--- src/design/icf_pkg.sv ---
// package with types, operation codes and helpers of the constant fold alu
`default_nettype none
package icf_pkg;

    localparam int unsigned DATA_W = 32;
    localparam int unsigned OP_W = 5;
    localparam int unsigned SIZE_W = 3;
    // one restoring step per cell
    localparam int unsigned NUM_CELLS = DATA_W;

    typedef enum logic [OP_W-1:0] {
        OP_PLUS  = 5'd0,
        OP_NEG   = 5'd1,
        OP_NOT   = 5'd2,
        OP_LNOT  = 5'd3,
        OP_CAST  = 5'd4,
        OP_MUL   = 5'd5,
        OP_DIV   = 5'd6,
        OP_MOD   = 5'd7,
        OP_ADD   = 5'd8,
        OP_SUB   = 5'd9,
        OP_SHL   = 5'd10,
        OP_SHR   = 5'd11,
        OP_AND   = 5'd12,
        OP_XOR   = 5'd13,
        OP_OR    = 5'd14,
        OP_LT    = 5'd15,
        OP_GT    = 5'd16,
        OP_LE    = 5'd17,
        OP_GE    = 5'd18,
        OP_EQ    = 5'd19,
        OP_NE    = 5'd20,
        OP_LAND  = 5'd21,
        OP_LOR   = 5'd22,
        OP_SEQ   = 5'd23
    } op_t;

    typedef struct packed {
        logic [OP_W-1:0]   req_type;
        logic [DATA_W-1:0] operand_a;
        logic [DATA_W-1:0] operand_b;
        logic              signed_op;
        logic [SIZE_W-1:0] cast_size;
    } req_t;

    typedef struct packed {
        logic [DATA_W-1:0] result_value;
        logic              folded;
    } rsp_t;

    // what travels down the chain with every item
    typedef struct packed {
        logic              valid;
        logic              is_div;    // result comes from the divider
        logic              is_mod;
        logic              neg_res;   // negate the divider result
        logic [DATA_W-1:0] simple;    // result of every other operation
        logic              folded;
        logic [DATA_W-1:0] rem;       // partial remainder
        logic [DATA_W-1:0] quo;       // dividend bits shifting out, quotient in
        logic [DATA_W-1:0] divisor;
    } lane_t;

    function automatic logic [DATA_W-1:0] mag32(input logic [DATA_W-1:0] v);
        return v[DATA_W-1] ? (DATA_W'(0) - v) : v;
    endfunction

endpackage
`default_nettype wire

--- src/design/icf_cell.sv ---
// one cell of the chain: a restoring divide step and a register for the item
`default_nettype none
module icf_cell (
    input  wire            clk,
    input  wire            rst_n,
    input  wire            advance,
    input  wire icf_pkg::lane_t lane_in,
    output icf_pkg::lane_t lane_out
);
    localparam int unsigned W = icf_pkg::DATA_W;

    icf_pkg::lane_t lane_reg;
    icf_pkg::lane_t lane_next;
    logic [W:0]     trial;
    logic [W:0]     shifted;

    always_comb
    begin
        lane_next = lane_in;
        shifted = {lane_in.rem, lane_in.quo[W-1]};
        trial = shifted - {1'b0, lane_in.divisor};
        if (!trial[W])
        begin
            lane_next.rem = trial[W-1:0];
            lane_next.quo = {lane_in.quo[W-2:0], 1'b1};
        end
        else
        begin
            lane_next.rem = shifted[W-1:0];
            lane_next.quo = {lane_in.quo[W-2:0], 1'b0};
        end
    end

    always_ff @(posedge clk or negedge rst_n)
    begin
        if (!rst_n)
        begin
            lane_reg <= '0;
        end
        else if (advance)
        begin
            lane_reg <= lane_next;
        end
    end

    assign lane_out = lane_reg;

endmodule
`default_nettype wire
--- config.mk ---
export PLATFORM = sky130hd
export DESIGN_NAME = icf_cell
export DESIGN_NICKNAME = d
export VERILOG_FILES = /design/src/design/icf_pkg.sv /design/src/design/icf_cell.sv
export SDC_FILE = /design/constraint.sdc
export NUM_CORES = 1
export LEC_CHECK = 0
export BUFFER_PORTS_ARGS = -buffer_cell sky130_fd_sc_hd__clkbuf_2
export CAP_MARGIN = 20
export CELL_PAD_IN_SITES_DETAIL_PLACEMENT = 1
export CELL_PAD_IN_SITES_GLOBAL_PLACEMENT = 2
export CORE_ASPECT_RATIO = 0.8
export CORE_MARGIN = 10
export CORE_UTILIZATION = 25
export CTS_CLUSTER_SIZE = 28
export DETAILED_ROUTE_END_ITERATION = 10
export PLACE_DENSITY_LB_ADDON = 0.08
export SLEW_MARGIN = 20
export SYNTH_ARGS = -nofsm -noshare
export SYNTH_HDL_FRONTEND = slang
export SYNTH_SLANG_ARGS = --single-unit
--- constraint.sdc ---
create_clock -name clk -period 1.55 [get_ports clk]
set_input_delay 0.0775 -clock clk [delete_from_list [all_inputs] [get_ports clk]]
set_output_delay 0.0775 -clock clk [all_outputs]
set_load 0.05 [all_outputs]
==> results.json, run 1 <==
{
  "crit_family": "compound AO/OA/AOI/OAI gates",
  "synthXorXnorAreaFrac_pct": 3.34,
  "cts_root_buf": "clkbuf_16",
  "crit_slowest_cell": "fa_2",
  "vias": 7057,
  "final_antenna_net_count": 0,
  "worstPathCellList": "clkbuf_16, inv_12, ha_4, fa_2, nand2b_4, a21oi_4, o21ai_4, a211oi_4, o31ai_4, o211ai_4, buf_12, xor2_4, buf_12, buf_12, buf_4, a2bb2oi_2, o21ai_1",
  "post_drt_wl_per_cell_um": 18.1,
  "slew_headroom_pct": 69.4,
  "cts_buffers": 17,
  "clkLatencyLatePin_ns": 0.42,
  "synth_edf_count": 0,
  "finalNonFillerCells": 1601,
  "reg2reg_from": "lane_out[69]",
  "start_kind": "input pin",
  "synth.ff_latch_count": 133,
  "min_period_ns": 2.35,
  "ys_async_sr_fraction_pct": 100,
  "synth-compound-area-share_pct": 12.9,
  "route.detailed.vias_per_inst": 4.41,
  "rr_worst_depth": 1,
  "antenna_found_initial": 1,
  "synth_top_area_share_pct": 46.5,
  "nets": 1386,
  "clock_sinks": 133,
  "drt_iter0_drc": 193,
  "core-area_sq_mm": 0.0282,
  "r2r_setup_slack_ns": 0.68,
  "worstHoldStart": "lane_in[69]",
  "p_seq_share_pct": 31.0,
  "setup_viol": 33,
  "end_kind": "flop",
  "dp_slack_ns": -1.37,
  "muxShareOfSynthArea_pct": 16.0,
  "hpwl_mm": 21.3,
  "fmax_ghz": 0.426,
  "row_count": 55,
  "track_usage_pct": 15.5,
  "violations": "negative setup slack",
  "cts_tree": "done",
  "ys_warn_count": 0,
  "syn2layout_area_growth_pct": 74.0,
  "required_ns": 1.85,
  "crit_fanout": 7,
  "hold_viol": 0,
  "p_clk_share_pct": 29.9,
  "cts.reportedPaths.clkPinSlew_ns": 0.07,
  "syn_area_sq_mm": 0.00715,
  "fin_area_sq_mm": 0.0124,
  "grt_setup_unrepaired": "true",
  "hold_depth": 4,
  "synth_cells": 674,
  "placed_cell_area_sq_mm": 0.0101,
  "grt_max_degree": 57,
  "dr.pass1.iters": 4,
  "grt_pass1_wl_mm": 43.9,
  "start_util_pct": 25.3,
  "post-route-period-util_pct": 151,
  "globalRouteOverflowTotal": 0,
  "irDropWorstVdd_mv": 0.722,
  "fill_cells": 3181,
  "synth-seq-area-share_pct": 46.5,
  "worst_pin_slew_ns": 0.458,
  "first_global_vias": 7774,
  "die_w_um": 209,
  "htree_levels": 4,
  "finClkSkew_ns": 0,
  "yosys-top-cells-area": "dfrtp_1 47%, mux2_2 16%, ha_1 5.6%",
  "status": "complete, but fails checks",
  "crit_type": "in2reg",
  "synth_ff_type": "dfrtp_1",
  "die_h_um": 171,
  "power.switching_uw": 5190,
  "power.leakage_uw": 0.00602,
  "wl_mm": 29.0,
  "pin_count": 269,
  "multi_input_area_sq_mm": 0.00386,
  "p_comb_share_pct": 39.1,
  "arrival_ns": 2.65,
  "avgSynthCellArea_sq_um": 10.6,
  "critical_path_buf_inv_count": 6,
  "slew_viol_final": 0,
  "maxCapViolations": 0,
  "place_inst": 1430,
  "synth_simple_gate_area_share_pct": 11.2,
  "worstHoldPathType": "in2reg",
  "p_per_area_mw_per_mm2": 1080,
  "synth_cell_types": 63,
  "die_area_sq_mm": 0.0358,
  "critPathMaxStageDelay_ns": 0.35,
  "setup_tns_ns": -22.96,
  "clockBufferDepth": 2,
  "min_to": "lane_out[70]",
  "ff_latch_area_sq_mm": 0.00333,
  "drive_above_1_share_pct": 51.6,
  "synth_nets": 843,
  "gp_congestion": 0.774,
  "p_int_uw": 8180,
  "yosysTopAreaCell": "dfrtp_1",
  "largest_register_ffs": 133,
  "drcViolationCount": 0,
  "utilization_pct": 44.1,
  "cpMostUsedCell": "buf_12",
  "swShare_pct": 38.8,
  "synthAdderAreaFrac_pct": 5.88,
  "synth_top_family_by_area": "multiplexers",
  "final_cell_mix": "262 x clkbuf_2, 144 x buf_4, 133 x dfrtp_1",
  "portBuffers": 268,
  "final_common_cell": "clkbuf_2",
  "setup_slack_ns": -0.796,
  "reg2reg_to": "lane_out[69]"
}
-- layout make-up --
class | instances | area share (%)
clock inverters | 13 | 0.995
well taps | 370 | 3.72
inverters | 44 | 1.45
multi-input cells | 469 | 31.1
repair buffers | 552 | 32.4
diodes | 1 | 0.0201
clock buffers | 19 | 3.56
flip-flops and latches | 133 | 26.7
-- worst max path at each step --
stage	start	endpoint	slack, ns	cells after the start
5_1_grt	lane_in[63]	lane_out[86]	-0.86	17
4_1_cts	lane_in[17]	lane_out[77]	-0.74	15
3_3_place_gp	lane_in[63]	lane_out[76]	-1.25	14
6_report	lane_in[63]	lane_out[86]	-0.80	17
3_5_place_dp	lane_in[63]	lane_out[76]	-1.37	14
2_1_floorplan	lane_in[63]	lane_out[86]	-0.93	13
-- metal layers --
layer	track usage [%]	part of all wire, %
met1	19.1	45
met2	25.7	49
met3	5.11	5.5
met4	3.28	0.74
met5	0	0
-- logic make-up after synthesis --
group | after synthesis
flops | 133
xor+xnor | 23
mux | 102
compound gates | 138
simple gates | 173
fa+ha+maj | 33
buf+inv | 72
-- metrics by stage --
step                      hold WS, ns  power (uW)
after floorplan                -0.218        7090
after global placement        -0.0104        8770
after detailed placement      -0.0136        8800
after CTS                    0.000946       13300
after global routing           0.0318       14200
final                          0.0201       13400
-- synth_stat cells, types with 5 or more instances --
| cell type | count |
|---|---|
| nor3_1 | 9 |
| nor2b_1 | 8 |
| xnor2_1 | 16 |
| o21ai_0 | 22 |
| nor2_1 | 40 |
| o21ai_1 | 7 |
| ha_1 | 32 |
| clkbuf_1 | 20 |
| nand2_1 | 67 |
| dfrtp_1 | 133 |
| a31oi_1 | 23 |
| o21bai_1 | 5 |
| a21o_1 | 6 |
| inv_1 | 44 |
| and2_1 | 5 |
| nand3_1 | 13 |
| and3_1 | 5 |
| mux2_2 | 100 |
| nand2b_1 | 8 |
| xor2_1 | 5 |
| o21a_1 | 5 |
| a21oi_1 | 36 |
-- power by group through the flow --
stage / Sequential [uW] / Combinational, uW / Clock (uW)
finish: 4150 / 5230 / 4000
global route: 4210 / 5590 / 4360
CTS: 4150 / 4980 / 4180
detailed placement: 4210 / 4590 / 0
global placement: 4190 / 4580 / 0
floorplan: 5710 / 1380 / 0
-- what timing repair did --
item,in CTS,in global routing
hold endpoints to repair,250,0
gates cloned,1,3
hold buffers,118,0
setup endpoints to repair,33,33
setup buffers,6,12
gates resized for setup,22,60
pin swaps,15,37
(Power assumes the default switching activity.)
==> run 2: changes to the inputs <==
clock period = 2.1 ns   (was 1.55 ns; I/O delays follow)
==> results.json, run 2 (synthesized netlist as in run 1, its figures left out) <==
{
  "drt_iter0_drc": 194,
  "cts_tree": "done",
  "critPathMaxStageDelay_ns": 0.35,
  "final_cell_mix": "261 x clkbuf_2, 141 x buf_4, 133 x dfrtp_1",
  "p_per_area_mw_per_mm2": 814,
  "syn2layout_area_growth_pct": 75.2,
  "post-route-period-util_pct": 107,
  "clockBufferDepth": 2,
  "die_area_sq_mm": 0.0358,
  "dr.pass1.iters": 4,
  "setup_viol": 32,
  "clock_sinks": 133,
  "place_inst": 1423,
  "crit_type": "in2reg",
  "setup_slack_ns": -0.154,
  "fmax_ghz": 0.444,
  "power.switching_uw": 3840,
  "die_h_um": 171,
  "crit_path_start": "lane_in[16]",
  "utilization_pct": 44.4,
  "cts.reportedPaths.clkPinSlew_ns": 0.07,
  "portBuffers": 268,
  "end_kind": "flop",
  "track_usage_pct": 15.7,
  "required_ns": 2.45,
  "p_comb_share_pct": 38.1,
  "start_util_pct": 25.3,
  "irDropWorstVdd_mv": 0.562,
  "vias": 7010,
  "pin_count": 269,
  "fin_hold_ws_ns": 0.0324,
  "p_int_uw": 6350,
  "antenna_found_initial": 1,
  "die_w_um": 209,
  "grt_pass1_wl_mm": 44.3,
  "clkLatencyLatePin_ns": 0.43,
  "worstHoldPathType": "in2reg",
  "finalNonFillerCells": 1586,
  "slew_viol_final": 0,
  "crit_fanout": 6,
  "route.detailed.vias_per_inst": 4.42,
  "p_clk_share_pct": 31.8,
  "critical_path_buf_inv_count": 5,
  "power.leakage_uw": 0.00603,
  "slew_headroom_pct": 46.5,
  "htree_levels": 4,
  "worst_pin_slew_ns": 0.803,
  "r2r_setup_slack_ns": 1.22,
  "crit_family": "compound AO/OA/AOI/OAI gates",
  "first_global_vias": 7746,
  "row_count": 55,
  "cts_buffers": 17,
  "hold_viol": 0,
  "nets": 1372,
  "crit_slowest_cell": "a2111oi_4",
  "finClkSkew_ns": 0,
  "globalRouteOverflowTotal": 0,
  "cts_root_buf": "clkbuf_16",
  "p_seq_share_pct": 30.1,
  "hpwl_mm": 21.0,
  "grt_max_degree": 134,
  "drcViolationCount": 0,
  "largest_register_ffs": 133,
  "maxCapViolations": 0,
  "worstHoldStart": "lane_in[69]",
  "drive_above_1_share_pct": 53.2,
  "gp_congestion": 0.756,
  "arrival_ns": 2.60,
  "status": "complete, but fails checks",
  "grt_setup_unrepaired": "true",
  "swShare_pct": 37.7,
  "core-area_sq_mm": 0.0282,
  "min_period_ns": 2.25,
  "start_kind": "input pin",
  "final_common_cell": "clkbuf_2",
  "final_antenna_net_count": 0,
  "post_drt_wl_per_cell_um": 18.4,
  "violations": "negative setup slack",
  "reg2reg_from": "lane_out[69]",
  "wl_mm": 29.2,
  "worstPathCellList": "clkbuf_2, inv_1, ha_2, a21o_1, a21o_1, a2111oi_4, nor3_4, o31ai_4, o211ai_4, buf_6, xnor2_4, buf_12, buf_12, nand2_4, a31oi_1"
}
run 2: stage by stage:
stage | power (uW) | setup WS, ns | area [sq um] | setup TNS, ns
2_1_floorplan | 5230 | -0.404 | 7250 | -11.80
3_3_place_gp | 6470 | -0.742 | 10100 | -21.34
3_5_place_dp | 6500 | -0.807 | 10100 | -23.93
4_1_cts | 10200 | -0.205 | 12100 | -5.51
5_1_grt | 10700 | -0.287 | 12500 | -6.80
6_report | 10200 | -0.154 | 12500 | -3.02
run 2: layer usage:
layer | up-vias | part of all wire, % | track usage (%)
li1 | 3440 | - | -
met1 | 3422 | 45 | 19.8
met2 | 132 | 48 | 25.4
met3 | 16 | 5.5 | 4.80
met4 | 0 | 1.3 | 4.12
met5 | - | 0 | 0
run 2: power by group through the flow:
stage | clock network [uW] | registers (uW) | logic (uW)
4_1_cts | 3370 | 3070 | 3760
2_1_floorplan | 0 | 4220 | 1020
5_1_grt | 3450 | 3110 | 4160
3_5_place_dp | 0 | 3110 | 3390
3_3_place_gp | 0 | 3090 | 3380
6_report | 3250 | 3070 | 3880
run 2: layout make-up:
cell class | instances | area [sq um]
Clock inverter | 10 | 145
Tap cell | 370 | 463
Fill cell | 3221 | 15700
Clock buffer | 21 | 480
Antenna cell | 1 | 2.50
Inverter | 44 | 183
Multi-Input combinational cell | 469 | 4020
Timing Repair Buffer | 538 | 3900
Sequential cell | 133 | 3330
run 2: what timing repair did:
item / 4_1_cts / 5_1_grt
hold endpoints to repair: 243 / 1
pin swaps: 34 / 71
resized for setup: 36 / 88
endpoints found under the setup margin: 33 / 33
setup buffers: 11 / 11
hold buffers: 110 / 1
gates cloned: 3 / 1
run 2: worst paths after layout:
check	cells after the start	to
setup reg to reg	1	lane_out[69]
hold reg to reg	1	lane_out[93]
setup / recovery	15	lane_out[66]
min in group asynchronous	3	lane_out[8]
max in group asynchronous	3	lane_out[26]
hold / removal	4	lane_out[70]
==> run 3: changes to the inputs <==
CORE_UTILIZATION = 27   (was 25)
GPL_ROUTABILITY_DRIVEN = 0   (was unset)
TNS_END_PERCENT = 10   (was unset)
==> results.json, run 3 (synthesized netlist as in run 1, its figures left out) <==
{
  "fmax_ghz": 0.431,
  "pin_count": 269,
  "arrival_ns": 2.62,
  "grt_setup_unrepaired": "true",
  "post-route-period-util_pct": 110,
  "required_ns": 2.40,
  "clock_sinks": 133,
  "first_global_vias": 8004,
  "worstPathCellList": "clkbuf_16, inv_12, ha_4, fa_2, nand2b_4, a21oi_4, o21ai_2, a211oi_2, o31ai_4, o211ai_4, buf_6, xor2_4, buf_12, mux2i_1, a21oi_1",
  "irDropWorstVdd_mv": 0.505,
  "slew_headroom_pct": 50.9,
  "cts_buffers": 17,
  "htree_levels": 4,
  "utilization_pct": 45.5,
  "fin_area_sq_mm": 0.0119,
  "drcViolationCount": 0,
  "drt_iter0_drc": 166,
  "largest_register_ffs": 133,
  "clockBufferDepth": 2,
  "drive_above_1_share_pct": 47.8,
  "clkLatencyLatePin_ns": 0.42,
  "power.leakage_uw": 0.00581,
  "antenna_found_initial": 0,
  "r2r_setup_slack_ns": 0.80,
  "worstHoldPathType": "in2reg",
  "antenna_cells": 0,
  "hold_viol": 0,
  "start_kind": "input pin",
  "cts.reportedPaths.clkPinSlew_ns": 0.07,
  "status": "complete, but fails checks",
  "critPathMaxStageDelay_ns": 0.36,
  "start_util_pct": 27.3,
  "min_to": "lane_out[29]",
  "cts_tree": "done",
  "fill_cells": 2980,
  "post_drt_wl_per_cell_um": 18.6,
  "hpwl_mm": 21.5,
  "route.detailed.vias_per_inst": 4.51,
  "slew_viol_final": 0,
  "globalRouteOverflowTotal": 0,
  "portBuffers": 268,
  "grt_pass1_wl_mm": 45.0,
  "die_area_sq_mm": 0.0334,
  "placed_cell_area_sq_mm": 0.00988,
  "die_w_um": 202,
  "setup_tns_ns": -5.17,
  "final_common_cell": "clkbuf_2",
  "worst_pin_slew_ns": 0.736,
  "track_usage_pct": 16.9,
  "setup_viol": 33,
  "critical_path_buf_inv_count": 4,
  "core-area_sq_mm": 0.0262,
  "wl_mm": 28.9,
  "die_h_um": 166,
  "violations": "negative setup slack",
  "syn2layout_area_growth_pct": 66.6,
  "final_antenna_net_count": 0,
  "dr.pass1.iters": 4,
  "crit_fanout": 7,
  "end_kind": "flop",
  "p_per_area_mw_per_mm2": 811,
  "finClkSkew_ns": 0,
  "maxCapViolations": 0,
  "min_period_ns": 2.32,
  "worstHoldStart": "lane_in[29]",
  "final_cell_mix": "264 x clkbuf_2, 133 x dfrtp_1, 124 x buf_4",
  "vias": 7018,
  "hold_depth": 3,
  "rr_worst_depth": 2,
  "crit_family": "compound AO/OA/AOI/OAI gates",
  "cts_root_buf": "clkbuf_16",
  "reg2reg_from": "lane_out[35]",
  "nets": 1355,
  "setup_slack_ns": -0.220,
  "crit_slowest_cell": "fa_2",
  "row_count": 53,
  "crit_type": "in2reg",
  "reg2reg_to": "lane_out[35]",
  "grt_max_degree": 82
}
run 3: cell types whose count changed in the layout (fill, tap and decap cells not counted), sizes merged:
cell	delta
bufinv	-3
inv	+7
dlygate4sd3	+3
buf	-24
xnor2	+1
clkinvlp	-1
diode	-1
clkinv	+1
run 3: power by group:
part	internal, uW	switching (uW)	leakage [uW]
clock	1600	1350	0.000282
sequential	2880	189	0.00155
combinational	1340	2300	0.00398
total	5820	3840	0.00581
run 3: final cells by class:
cell class                      instances  area, sq um  area share [%]
Sequential cell                       133         3330            27.9
Tap cell                              357          447            3.75
Clock buffer                           18          439            3.69
Timing Repair Buffer                  520         3670            30.8
Multi-Input combinational cell        470         3710            31.2
Clock inverter                         14          135            1.13
Inverter                               44          178            1.49
run 3: worst max-delay path by stage:
stage | from | end | depth (start not counted)
2_1_floorplan | lane_in[63] | lane_out[86] | 13
3_5_place_dp | lane_in[63] | lane_out[93] | 13
6_report | lane_in[63] | lane_out[67] | 15
3_3_place_gp | lane_in[63] | lane_out[93] | 13
5_1_grt | lane_in[63] | lane_out[64] | 16
4_1_cts | lane_in[17] | lane_out[69] | 14
run 3: metal layers:
layer | share of wire (%) | GRT usage (%) | wire length (um)
met5 | 0 | 0 | 0
met2 | 50 | 29.6 | 14500
met3 | 4.5 | 4.06 | 1310
met1 | 44 | 20.7 | 12800
met4 | 1.1 | 4.06 | 313
run 3: stage by stage:
step | cells | total power (uW) | worst slack (ns) | hold WS (ns)
finish | 1556 | 9660 | -0.220 | 0.0332
global route | 1556 | 10200 | -0.325 | 0.0362
CTS | 1555 | 9790 | -0.211 | -0.0515
detailed placement | 1398 | 6440 | -0.873 | 0.164
global placement | 1398 | 6380 | -0.722 | 0.163
floorplan | 674 | 5220 | -0.405 | -0.191
run 3: worst register-to-register path, cell delays in order (launching register included):
cell           delay, ns
dfrtp_1             0.38
mux2_2              0.25
dlygate4sd3_1       0.55
run 3: what timing repair did:
action | in CTS | in global routing
buffers inserted | 9 | 0
setup endpoints to repair | 33 | 33
cloned | 3 | 0
endpoints found under the hold margin | 245 | 1
resized for setup | 22 | 13
hold buffers | 113 | 1
pin swaps | 17 | 10
